$ cat config.mk
export PLATFORM = sky130hd
export DESIGN_NAME = diffusion_timestep_limit
export DESIGN_NICKNAME = d
export VERILOG_FILES = /design/src/rtl/dtl_pkg.sv /design/src/rtl/dtl_front.sv /design/src/rtl/dtl_queue.sv /design/src/rtl/dtl_div.sv /design/src/rtl/dtl_back.sv /design/src/rtl/diffusion_timestep_limit.sv
export SDC_FILE = /design/constraint.sdc
export NUM_CORES = 2
export LEC_CHECK = 0
export BUFFER_PORTS_ARGS = -buffer_cell sky130_fd_sc_hd__buf_2
export CORE_MARGIN = 5
export CORE_UTILIZATION = 45
export CTS_CLUSTER_DIAMETER = 100
export DETAILED_ROUTE_END_ITERATION = 6
export SYNTH_ARGS = -nofsm -noshare
export SYNTH_HDL_FRONTEND = slang
export SYNTH_SLANG_ARGS = --single-unit
$ cat constraint.sdc
create_clock -name aclk -period 8.3 [get_ports aclk]
set_input_delay 0.83 -clock aclk [delete_from_list [all_inputs] [get_ports aclk]]
set_output_delay 0.83 -clock aclk [all_outputs]
set_load 0.02 [all_outputs]
$ cat src/rtl/dtl_pkg.sv
// Shared types and constants of the diffusion timestep limit block.
// No dependencies; every rtl file imports this package.
package dtl_pkg;

    localparam int FRAC_BITS    = 16;
    localparam int AXES         = 3;
    localparam int AXIS_SLOTS   = 3;
    localparam int AXIS_IDX_W   = $clog2(AXIS_SLOTS);
    localparam int WORD_W       = 32;
    localparam int QUEUE_DEPTH  = 2;

    localparam logic [WORD_W-1:0]     ONE_FIXED = WORD_W'(1) << FRAC_BITS;
    localparam logic [AXIS_SLOTS-1:0] AXES_MASK = AXIS_SLOTS'((1 << AXES) - 1);

    // register indexes on the configuration port
    localparam logic [2:0] REG_STEP_DT     = 3'd0;
    localparam logic [2:0] REG_SPACING_X   = 3'd1;
    localparam logic [2:0] REG_SPACING_Y   = 3'd2;
    localparam logic [2:0] REG_SPACING_Z   = 3'd3;
    localparam logic [2:0] REG_AXIS_ENABLE = 3'd4;

    // one classified grid point as it waits in the queue
    typedef struct packed {
        logic [AXIS_SLOTS-1:0]             mask;
        logic [AXIS_SLOTS-1:0][WORD_W-1:0] coef;
        logic                              last;
    } dtl_item_t;

    // configuration seen by the back end
    typedef struct packed {
        logic [WORD_W-1:0]                 step_dt;
        logic [AXIS_SLOTS-1:0][WORD_W-1:0] spacing;
    } dtl_cfg_t;

endpackage

$ cat src/rtl/dtl_front.sv
// Front end: accepts grid points and marks the axes that need a limit.
// Depends on dtl_pkg.
module dtl_front (
    input  logic [dtl_pkg::AXIS_SLOTS-1:0] axis_enable,
    input  logic                           s_tvalid,
    output logic                           s_tready,
    input  logic [95:0]                    s_tdata,   // coef_x, coef_y, coef_z
    input  logic                           s_tuser,   // in_domain
    input  logic                           s_tlast,   // last
    input  logic                           q_full,
    output logic                           q_push,
    output dtl_pkg::dtl_item_t             q_item
);
    import dtl_pkg::*;

    assign s_tready = !q_full;
    assign q_push   = s_tvalid && !q_full;

    always_comb begin
        q_item.last = s_tlast;
        for (int a = 0; a < AXIS_SLOTS; a++) begin
            q_item.coef[a] = s_tdata[a*WORD_W +: WORD_W];
            // skip axes outside the domain, disabled, or with zero coefficient
            q_item.mask[a] = s_tuser && axis_enable[a] && AXES_MASK[a]
                             && (s_tdata[a*WORD_W +: WORD_W] != '0);
        end
    end

endmodule

$ cat src/rtl/dtl_queue.sv
// Short queue of classified points between front and back ends.
// Depends on dtl_pkg.
module dtl_queue (
    input  logic               aclk,
    input  logic               aresetn,
    input  logic               push,
    input  dtl_pkg::dtl_item_t push_item,
    output logic               full,
    input  logic               pop,
    output logic               valid,
    output dtl_pkg::dtl_item_t pop_item
);
    import dtl_pkg::*;

    localparam int PTR_W = (QUEUE_DEPTH > 1) ? $clog2(QUEUE_DEPTH) : 1;
    localparam int CNT_W = $clog2(QUEUE_DEPTH + 1);

    dtl_item_t        entries_reg [QUEUE_DEPTH];
    logic [PTR_W-1:0] wr_ptr_reg;
    logic [PTR_W-1:0] rd_ptr_reg;
    logic [CNT_W-1:0] count_reg;

    assign full     = (count_reg == CNT_W'(QUEUE_DEPTH));
    assign valid    = (count_reg != '0);
    assign pop_item = entries_reg[rd_ptr_reg];

    always_ff @(posedge aclk) begin
        if (push) begin
            entries_reg[wr_ptr_reg] <= push_item;
        end
    end

    always_ff @(posedge aclk) begin
        if (!aresetn) begin
            wr_ptr_reg <= '0;
            rd_ptr_reg <= '0;
            count_reg  <= '0;
        end else begin
            if (push) begin
                wr_ptr_reg <= (wr_ptr_reg == PTR_W'(QUEUE_DEPTH - 1)) ? '0 : wr_ptr_reg + 1'b1;
            end
            if (pop) begin
                rd_ptr_reg <= (rd_ptr_reg == PTR_W'(QUEUE_DEPTH - 1)) ? '0 : rd_ptr_reg + 1'b1;
            end
            if (push && !pop) begin
                count_reg <= count_reg + 1'b1;
            end else if (pop && !push) begin
                count_reg <= count_reg - 1'b1;
            end
        end
    end

endmodule

$ cat src/rtl/dtl_div.sv
// Radix-2 restoring divider: 64-bit dividend over 33-bit divisor, quotient
// saturated to 32 bits. Depends on dtl_pkg.
module dtl_div (
    input  logic                       aclk,
    input  logic                       aresetn,
    input  logic                       start,
    input  logic [2*dtl_pkg::WORD_W-1:0] num,
    input  logic [dtl_pkg::WORD_W:0]   den,
    output logic                       done,
    output logic [dtl_pkg::WORD_W-1:0] quo
);
    import dtl_pkg::*;

    localparam int CNT_W = $clog2(WORD_W);

    logic              busy_reg;
    logic              done_reg;
    logic [CNT_W-1:0]  cnt_reg;
    logic [WORD_W:0]   rem_reg;
    logic [WORD_W-1:0] work_reg;
    logic [WORD_W+1:0] trial;
    logic              fits;
    logic              sat;

    // quotient overflows 32 bits exactly when the upper half reaches the divisor
    assign sat   = ({1'b0, num[2*WORD_W-1:WORD_W]} >= den);
    assign trial = {rem_reg, work_reg[WORD_W-1]};
    assign fits  = (trial >= {1'b0, den});
    assign done  = done_reg;
    assign quo   = work_reg;

    always_ff @(posedge aclk) begin
        if (!aresetn) begin
            busy_reg <= 1'b0;
            done_reg <= 1'b0;
            cnt_reg  <= '0;
        end else begin
            done_reg <= 1'b0;
            if (start) begin
                busy_reg <= !sat;
                done_reg <= sat;
                cnt_reg  <= '0;
                rem_reg  <= {1'b0, num[2*WORD_W-1:WORD_W]};
                work_reg <= sat ? '1 : num[WORD_W-1:0];
            end else if (busy_reg) begin
                // shift in the next dividend bit, subtract where it fits
                rem_reg  <= fits ? (WORD_W+1)'(trial - {1'b0, den}) : trial[WORD_W:0];
                work_reg <= {work_reg[WORD_W-2:0], fits};
                cnt_reg  <= cnt_reg + 1'b1;
                if (cnt_reg == CNT_W'(WORD_W - 1)) begin
                    busy_reg <= 1'b0;
                    done_reg <= 1'b1;
                end
            end
        end
    end

endmodule

$ cat src/rtl/dtl_back.sv
// Back end: walks the marked axes of each point through the shared divider,
// keeps the running minimum and drives the result register. Depends on dtl_pkg.
module dtl_back (
    input  logic                       aclk,
    input  logic                       aresetn,
    input  dtl_pkg::dtl_cfg_t          cfg,
    input  logic                       q_valid,
    input  dtl_pkg::dtl_item_t         q_item,
    output logic                       q_pop,
    output logic                       div_start,
    output logic [2*dtl_pkg::WORD_W-1:0] div_num,
    output logic [dtl_pkg::WORD_W:0]   div_den,
    input  logic                       div_done,
    input  logic [dtl_pkg::WORD_W-1:0] div_quo,
    output logic                       m_tvalid,
    input  logic                       m_tready,
    output logic [dtl_pkg::WORD_W-1:0] m_tdata    // min_step
);
    import dtl_pkg::*;

    typedef enum logic [2:0] {
        S_IDLE,
        S_NEXT,
        S_START,
        S_WAIT,
        S_FIN
    } state_t;

    state_t                            state_reg;
    logic [AXIS_SLOTS-1:0]             mask_reg;
    logic [AXIS_SLOTS-1:0][WORD_W-1:0] coef_reg;
    logic                              last_reg;
    logic [WORD_W-1:0]                 cur_reg;
    logic                              batch_start_reg;
    logic [2*WORD_W-1:0]               sq_reg;
    logic [WORD_W:0]                   den_reg;
    logic                              m_tvalid_reg;
    logic [WORD_W-1:0]                 m_tdata_reg;
    logic [AXIS_IDX_W-1:0]             sel_idx;
    logic                              emit;

    // lowest axis still pending
    always_comb begin
        sel_idx = '0;
        for (int a = AXIS_SLOTS - 1; a >= 0; a--) begin
            if (mask_reg[a]) begin
                sel_idx = AXIS_IDX_W'(a);
            end
        end
    end

    assign q_pop     = (state_reg == S_IDLE) && q_valid;
    assign div_start = (state_reg == S_START);
    assign div_num   = sq_reg;
    assign div_den   = den_reg;
    assign m_tvalid  = m_tvalid_reg;
    assign m_tdata   = m_tdata_reg;
    assign emit      = (state_reg == S_FIN) && last_reg && (!m_tvalid_reg || m_tready);

    always_ff @(posedge aclk) begin
        if (!aresetn) begin
            state_reg       <= S_IDLE;
            batch_start_reg <= 1'b1;
            cur_reg         <= '1;
            m_tvalid_reg    <= 1'b0;
        end else begin
            if (emit) begin
                m_tvalid_reg <= 1'b1;
            end else if (m_tvalid_reg && m_tready) begin
                m_tvalid_reg <= 1'b0;
            end
            case (state_reg)
                S_IDLE: begin
                    if (q_valid) begin
                        mask_reg  <= q_item.mask;
                        coef_reg  <= q_item.coef;
                        last_reg  <= q_item.last;
                        cur_reg   <= batch_start_reg ? cfg.step_dt : cur_reg;
                        state_reg <= S_NEXT;
                    end
                end
                S_NEXT: begin
                    if (mask_reg == '0) begin
                        state_reg <= S_FIN;
                    end else begin
                        sq_reg <= (2*WORD_W)'(cfg.spacing[sel_idx])
                                  * (2*WORD_W)'(cfg.spacing[sel_idx]);
                        den_reg <= {coef_reg[sel_idx], 1'b0};
                        mask_reg[sel_idx] <= 1'b0;
                        state_reg <= S_START;
                    end
                end
                S_START: begin
                    state_reg <= S_WAIT;
                end
                S_WAIT: begin
                    if (div_done) begin
                        if (div_quo < cur_reg) begin
                            cur_reg <= div_quo;
                        end
                        state_reg <= S_NEXT;
                    end
                end
                S_FIN: begin
                    if (!last_reg) begin
                        batch_start_reg <= 1'b0;
                        state_reg       <= S_IDLE;
                    end else if (emit) begin
                        // emit and reload for the next list
                        m_tdata_reg     <= cur_reg;
                        cur_reg         <= '1;
                        batch_start_reg <= 1'b1;
                        state_reg       <= S_IDLE;
                    end
                end
                default: begin
                    state_reg <= S_IDLE;
                end
            endcase
        end
    end

endmodule

$ cat src/rtl/diffusion_timestep_limit.sv
// Top level: configuration registers, front end, queue, back end, divider.
// Depends on dtl_pkg, dtl_front, dtl_queue, dtl_div, dtl_back.
// Each point occupies the back end while its axes to check (0..3) pass one at
// a time through the shared 32-step radix-2 divider; no new point is taken
// from the queue before the back end is done with the last. An axis whose
// quotient saturates skips the divider steps. min_step is registered.
// Synchronous reset (aresetn low) sets the configuration and control registers
// to their defaults and empties the queue; the next point starts a new list.
module diffusion_timestep_limit (
    input  logic        aclk,
    input  logic        aresetn,
    input  logic        s_tvalid,
    output logic        s_tready,
    input  logic [95:0] s_tdata,   // coef_x [31:0], coef_y [63:32], coef_z [95:64]
    input  logic        s_tuser,   // in_domain
    input  logic        s_tlast,   // last
    output logic        m_tvalid,
    input  logic        m_tready,
    output logic [31:0] m_tdata,   // min_step
    input  logic        psel,
    input  logic        penable,
    input  logic        pwrite,
    input  logic [4:0]  paddr,
    input  logic [31:0] pwdata,
    output logic [31:0] prdata,
    output logic        pready
);
    import dtl_pkg::*;

    logic [WORD_W-1:0]     step_dt_reg;
    logic [WORD_W-1:0]     spacing_x_reg;
    logic [WORD_W-1:0]     spacing_y_reg;
    logic [WORD_W-1:0]     spacing_z_reg;
    logic [AXIS_SLOTS-1:0] axis_enable_reg;
    logic [2:0]            reg_idx;
    logic                  cfg_write;
    dtl_cfg_t              cfg;

    logic                  q_push;
    logic                  q_pop;
    logic                  q_full;
    logic                  q_valid;
    dtl_item_t             q_in_item;
    dtl_item_t             q_out_item;

    logic                  div_start;
    logic                  div_done;
    logic [2*WORD_W-1:0]   div_num;
    logic [WORD_W:0]       div_den;
    logic [WORD_W-1:0]     div_quo;

    assign pready    = 1'b1;
    assign reg_idx   = paddr[4:2];
    assign cfg_write = psel && penable && pwrite;

    always_ff @(posedge aclk) begin
        if (!aresetn) begin
            step_dt_reg     <= ONE_FIXED;
            spacing_x_reg   <= ONE_FIXED;
            spacing_y_reg   <= ONE_FIXED;
            spacing_z_reg   <= ONE_FIXED;
            axis_enable_reg <= '0;
        end else if (cfg_write) begin
            case (reg_idx)
                REG_STEP_DT:     step_dt_reg     <= pwdata;
                REG_SPACING_X:   spacing_x_reg   <= pwdata;
                REG_SPACING_Y:   spacing_y_reg   <= pwdata;
                REG_SPACING_Z:   spacing_z_reg   <= pwdata;
                REG_AXIS_ENABLE: axis_enable_reg <= pwdata[AXIS_SLOTS-1:0];
                default: ;
            endcase
        end
    end

    always_comb begin
        case (reg_idx)
            REG_STEP_DT:     prdata = step_dt_reg;
            REG_SPACING_X:   prdata = spacing_x_reg;
            REG_SPACING_Y:   prdata = spacing_y_reg;
            REG_SPACING_Z:   prdata = spacing_z_reg;
            REG_AXIS_ENABLE: prdata = {{(WORD_W-AXIS_SLOTS){1'b0}}, axis_enable_reg};
            default:         prdata = '0;
        endcase
    end

    assign cfg.step_dt    = step_dt_reg;
    assign cfg.spacing[0] = spacing_x_reg;
    assign cfg.spacing[1] = spacing_y_reg;
    assign cfg.spacing[2] = spacing_z_reg;

    dtl_front u_front (
        .axis_enable (axis_enable_reg),
        .s_tvalid    (s_tvalid),
        .s_tready    (s_tready),
        .s_tdata     (s_tdata),
        .s_tuser     (s_tuser),
        .s_tlast     (s_tlast),
        .q_full      (q_full),
        .q_push      (q_push),
        .q_item      (q_in_item)
    );

    dtl_queue u_queue (
        .aclk      (aclk),
        .aresetn   (aresetn),
        .push      (q_push),
        .push_item (q_in_item),
        .full      (q_full),
        .pop       (q_pop),
        .valid     (q_valid),
        .pop_item  (q_out_item)
    );

    dtl_div u_div (
        .aclk    (aclk),
        .aresetn (aresetn),
        .start   (div_start),
        .num     (div_num),
        .den     (div_den),
        .done    (div_done),
        .quo     (div_quo)
    );

    dtl_back u_back (
        .aclk      (aclk),
        .aresetn   (aresetn),
        .cfg       (cfg),
        .q_valid   (q_valid),
        .q_item    (q_out_item),
        .q_pop     (q_pop),
        .div_start (div_start),
        .div_num   (div_num),
        .div_den   (div_den),
        .div_done  (div_done),
        .div_quo   (div_quo),
        .m_tvalid  (m_tvalid),
        .m_tready  (m_tready),
        .m_tdata   (m_tdata)
    );

    a_pop_nonempty: assert property (@(posedge aclk) disable iff (!aresetn)
        q_pop |-> q_valid)
        else $error("queue popped while empty");

    a_start_pulse: assert property (@(posedge aclk) disable iff (!aresetn)
        div_start |=> !div_start)
        else $error("divider start held for more than one cycle");

    a_done_not_start: assert property (@(posedge aclk) disable iff (!aresetn)
        div_done |-> !div_start)
        else $error("divider restarted while reporting a result");

endmodule

# Word level (Yosys, flattened, before mapping)
# Memories as Yosys holds them, arrays and structs flattened. A register that Yosys moved wholly into a read port is not among the register bits.
# Index checks and enable logic that the tools add are counted.
# Widths: inputs -> output; s select.
# word_totals
ff_bits,472
ramBits,200
inputBits,142
out_inout_bits,67
memories,1
# mem_list
name,depth,word_bits,rd,rd_ports_with_merged_regs,write_ports,line_no,source
u_queue.entries_reg,2,100,1,1,1,dtl_queue.sv:18,dtl_item_t entries_reg [QUEUE_DEPTH];
# op_classes
add_sub_neg,6
n_mul,1
magnitude_cmp,5
n_eq_ne,19
mux,50
n_bitwise,4
reduce_logical,48
# op_table
op,n
$mux 32,12
$pmux 32 s5,1
$bmux 32 s2,2
$pmux 32 s3,1
$reduce_bool 32->1,3
$mux 33,2
$mul 32x32->64,1
$ge 34x33->1,1
$ge 32x33->1,1
$sub 33x33->33,1
$lt 32x32->1,1
$mux 3,7
$mux 1,17
$logic_and 1x1->1,16
$pmux 3 s5,1
$reduce_and 2->1,7
$eq 3x2->1 const B,4
$mux 2,5
$ne 2x1->1 const B,5
$reduce_bool 2->1,5
$logic_not 3->1,3
$reduce_and 3->1,3
$reduce_and 4->1,2
$reduce_and 7->1,1
other kinds (21),31

# Depth between registers and ports, before layout
# depth
ltp_word,11
mapped_depth,38
ltp_nobuf,34

# Cells and area by module
# Synthesis repeated with hierarchy kept, for this count alone.
# unflattened
cells_unflattened,5546
hier_area_um2,59809.9
# by_module_without_submodules
mod,instances,cells_per_inst,area_per_inst_um2,seq_area_each_um2
dtl_back,1,3956,39573.0,7557.2
dtl_queue,1,333,7473.4,6105.9
diffusion_timestep_limit,1,554,5945.7,2622.5
dtl_div,1,571,5843.1,2092.0
dtl_front,1,132,974.7,0.0

# Worst setup path after synthesis
# OpenSTA, ideal clock, no wires.
# synth_timing
kind,register to register
from,reg u_back.mask_reg[0]
to,"reg u_back.sq_reg[63], in the netlist u_back.div_num[63] (data pin)"
setup_time_ps,265
arrival_time_ps,8458
t_required_ps,8035
path_slack_ps,-422
stages_incl_launch_ff,32
n_path_buf,3
synth_period_minus_slack_ps,8722
cell_sequence,edfxtp_1 -> nor3b_2 -> clkbuf_1 -> mux2i_1 -> nor2_1 -> a21oi_1 -> clkbuf_1 -> nor2_1 -> fa_1 -> inv_1 -> fa_1 -> inv_1 -> fa_1 -> inv_1 -> fa_1 -> inv_1 -> fa_1 -> fa_1 -> fa_1 -> inv_1 -> fa_1 -> inv_1 -> ha_1 -> clkbuf_1 -> nand4_1 -> nor4b_1 -> a21oi_2 -> o31ai_2 -> a31oi_1 -> o21ai_2 -> and4_1 -> nor3_1
# synth_via
elab_chain_len,4
# synth_lines
item,line_no,source
from (decl),dtl_back.sv:30,logic [AXIS_SLOTS-1:0] mask_reg;
from (signal assigned),dtl_back.sv:75,mask_reg <= q_item.mask;
$mux 2,dtl_back.sv:46,if (mask_reg[a]) begin
$bmux 32 s2,"dtl_back.sv:86, dtl_back.sv:87",
$mux 32 (implied by the code),"dtl_back.sv:86, dtl_back.sv:87",
$mul 32x32->64,dtl_back.sv:87,* (2*WORD_W)'(cfg.spacing[sel_idx]);
to (signal assigned),dtl_back.sv:86,sq_reg <= (2*WORD_W)'(cfg.spacing[sel_idx])
to (decl),dtl_back.sv:35,logic [2*WORD_W-1:0] sq_reg;
# No other way between the ends. The select of a mux whose other input is x is not followed.
# A chain may end at the register's enable or synchronous reset.

# Worst setup path in the final report
# layout_timing
from,reg u_back.mask_reg[0]
to,"reg u_back.sq_reg[60], in the netlist u_back.div_num[60] (data pin)"
# The elaborated chain is that of the path after synthesis.

==> metrics.md <==
| Metric | Value |
|---|---|
| Post-DP HPWL | approximately 130000 um |
| Yosys cell types | 88 |
| Worst hold path class | in -> reg |
| # rows | roughly 130 |
| Clock latency at the later pin of the worst-skew pair | between 0.6 and 0.7 ns |
| Post-synthesis register bit count | 672 |
| Area growth from synthesis to layout | 23.2% |
| Final setup skew | around 0.046 ns |
| I/O pins | approximately 210 |
| Net Sw Power | between 3 and 4 mW |
| Post-synth EDFFs | slightly below 500 |
| CTS buffer count | 60 |
| Port buffer count | ~210 |
| Clock H-tree levels | 2 |
| Clock Root Buffer | clkbuf_16 |
| Most frequent cells in the layout | 1014 x inv_1, 742 x fa_1, 679 x nand2_1, 635 x buf_4, 492 x edfxtp_1 |
| Largest net degree at the start of global routing | between 100 and 150 |
| Final instance area | slightly above 70000 um2 |
| Crit-path max FO | 5 |
| DIE AREA | ~140000 um2 |
| Core Area | 129000 um2 |
| Post-DR wirelength/cell | between 20 and 25 um |
| Lkg Pwr | roughly 34 nW |
| P per Cell Area | 144 nW/um2 |
| Synth Cell Area | 58500 um2 |
| Violated checks | negative setup slack |
| GR Util All Layers | 25.2% |
| Antenna violations before repair | 2 |
| Hold Vio Cnt, Final | 0 |
| Pre-CTS worst setup slack | -0.896 ns |
| Syn Nets | 6996 |
| Placed instance area | 66300 um2 |
| Hold path startpoint | s_tlast |
| # DRC | 0 |
| Peak supply drop | ~0.00016 V |
| Most common cell after layout, fill and taps aside | inv_1 |
| Initial core utilization | between 40% and 50% |
| Startpoint types | register |
| Slew headroom | 13.5% |
| Via count of the routed design | ~44000 |
| Reg2reg start | u_back.mask_reg[0] |
| Post-synth ARST share | 0% |
| WL final | between 150000 and 200000 um |
| Crit path DAT | about 9.0 ns |
| RSZ-0062 raised after global routing | yes |
| Worst Setup Slack, final | -0.379 ns |
| Clock power share | between 20% and 30% |
| Vias in the first global route | between 40000 and 50000 |
| Fillers | approximately 11000 |
| Comb power frac | approximately 29% |
| Global placement routability congestion | between 0.9 and 1 |
| DR iter-0 viols | roughly 3300 |
| Vias per Instance | 5.27 |
| Worst Path Required | ~8.7 ns |
| First-pass GRT wire length | 267000 um |
| Sw Share | 31.5% |
| Total grt overflow | 0 |
| Die Y | 371 um |
| Slew Limit Fails | 0 |
| Least-Margin Pin Slew | about 1.3 ns |
| Critical path's largest stage delay | roughly 0.61 ns |
| Setup Viol. Count Final | 21 |
| Fmax | around 120 MHz |
| CTS tree | yes |
| Drt pass-1 iters | 7 |
| Worst setup path category | reg -> reg |
| Register area share after synthesis | between 30% and 40% |
| Period minus WS final | between 8 and 9 ns |
| Slowest cell on crit path | fa_2 |
| Crit. End Element | register |
| Worst Setup SP | u_back.mask_reg[0] |
| Clk slew on worst S/H paths | 0.06 ns |
| Maximum capacitance violations | 0 |
| Syn Inst Count | 5673 |
| P_int | about 7.1 mW |
| Status | finished, violations left |
| Sequential Power Share | ~44% |
| Die width | roughly 370 um |
| Fin crit share | 105% |
| CTS Sinks | between 600 and 700 |
| Largest register FFs | 200 |
| CTS Hold Bufs | 0 |
| Share of cells above drive strength 1 | roughly a quarter |
| Ys flop type | edfxtp_1 |
| ANT nets after route | 0 |
| Syn_area_per_cell | around 10 um2 |
| Ys Warns | 0 |
| Nets@finish | slightly below 8000 |
| CTS max path bufs | 3 |
==> critical path: cells and delay by family (launching register included) <==
family / cells / cell delay, ns
fa+ha+maj: 9 / 4.39
flops: 1 / 0.42
buf+inv: 11 / 1.41
compound gates: 11 / 1.78
xor+xnor: 1 / 0.08
simple gates: 2 / 0.28
==> Yosys cell counts, types with 6 or more instances <==
master	instances	share of area, %
nand4_1	35	0.37
xor2_1	51	0.76
a22oi_1	8	0.10
a22o_1	28	0.42
a31o_2	7	0.10
o22a_1	31	0.46
nor3_1	21	0.18
clkbuf_1	207	1.3
fa_1	792	27
a21boi_0	129	1.7
edfxtp_1	492	25
a21oi_1	215	1.8
nand3_1	46	0.39
o21bai_1	21	0.27
mux2_2	101	1.9
nor2b_1	26	0.28
a31oi_1	14	0.15
o21ai_0	112	0.96
nor2_1	401	2.6
inv_1	1077	6.9
o211a_1	6	0.10
a21o_1	98	1.3
o21a_1	18	0.23
nand2b_1	18	0.19
a221o_1	30	0.51
xnor2_1	81	1.2
o221ai_1	13	0.19
mux2i_1	54	0.92
o221ai_2	6	0.15
and3_1	13	0.14
clkinv_1	10	0.064
and2_1	14	0.15
nor4_1	30	0.32
buf_1	20	0.13
and4_1	6	0.090
buf_2	17	0.15
dfxtp_1	180	6.2
o211ai_1	36	0.46
nand2_1	723	4.6
ha_1	389	8.3
==> power by group through the flow <==
stage | clock, mW | combinational (mW) | sequential [mW]
after floorplan | 0 | 1.79 | 4.54
after global placement | 0 | 2.60 | 4.61
after detailed placement | 0 | 2.64 | 4.63
after CTS | 2.80 | 2.94 | 4.56
after global routing | 2.96 | 3.31 | 4.60
final | 2.76 | 3.04 | 4.56
==> repair_timing <==
item,in CTS,in global routing
gates resized for setup,379,258
setup buffers,106,73
pin swaps,103,146
gates cloned,5,2
endpoints found under the hold margin,0,0
setup endpoints to repair,34,40
==> cell type report <==
cell class | count | area (um2) | area share [%]
antenna | 1 | 2.50 | 0.00347
clock buffer | 83 | 1620 | 2.24
clock inverter | 31 | 300 | 0.417
inverter | 1087 | 4170 | 5.79
multi-input combinational | 3661 | 36800 | 51.1
sequential | 672 | 18400 | 25.5
tap | 1742 | 2180 | 3.02
timing repair buffer | 1025 | 8600 | 11.9
==> metrics by stage <==
step | hold WS (ns) | utilization [%] | instances | total power [mW] | TNS (ns)
final | 0.377 | 55.7 | 8302 | 10.4 | -5.06
after global routing | 0.352 | 55.7 | 8301 | 10.9 | -10.17
after CTS | 0.340 | 54.7 | 8241 | 10.3 | -3.88
after detailed placement | 0.413 | 51.3 | 8025 | 7.28 | -16.81
after global placement | 0.418 | 51.3 | 8025 | 7.21 | -14.77
after floorplan | 0.408 | - | 5673 | 6.33 | 0
==> kinds of logic (layout without fill, tap and decap cells) <==
| family | after synthesis | after routing | synth area share [%] |
|---|---|---|---|
| AND/OR/NAND/NOR | 1358 | 1358 | 9.68 |
| XOR/XNOR | 132 | 132 | 1.98 |
| buffers and inverters | 1340 | 2226 | 8.70 |
| multiplexers | 155 | 155 | 2.87 |
| flip-flops | 672 | 672 | 31.4 |
| other | 1 | 2 | 0.00641 |
| AO/OA/AOI/OAI | 834 | 834 | 9.96 |
| adder cells (fa/ha/maj) | 1181 | 1181 | 35.4 |
==> layer usage <==
metal,up-vias,track usage (%),part of all wire (%)
met5,-,0,0.0075
met3,300,3.43,6.5
li1,19979,-,-
met1,22020,34.0,41
met2,1437,42.3,48
met4,2,8.41,4.1
==> path summary, 6_finish.rpt <==
check | to | depth (start not counted) | slack [ns]
worst max-delay path | u_back.div_num[60] | 34 | -0.38
worst max register to register | u_back.div_num[60] | 34 | -0.38
worst min register to register | u_back.m_tdata[13] | 0 | 0.43
worst min-delay path | u_queue.entries_reg[1][0] | 1 | 0.38
Note: power is estimated with default switching activity, not from simulation.
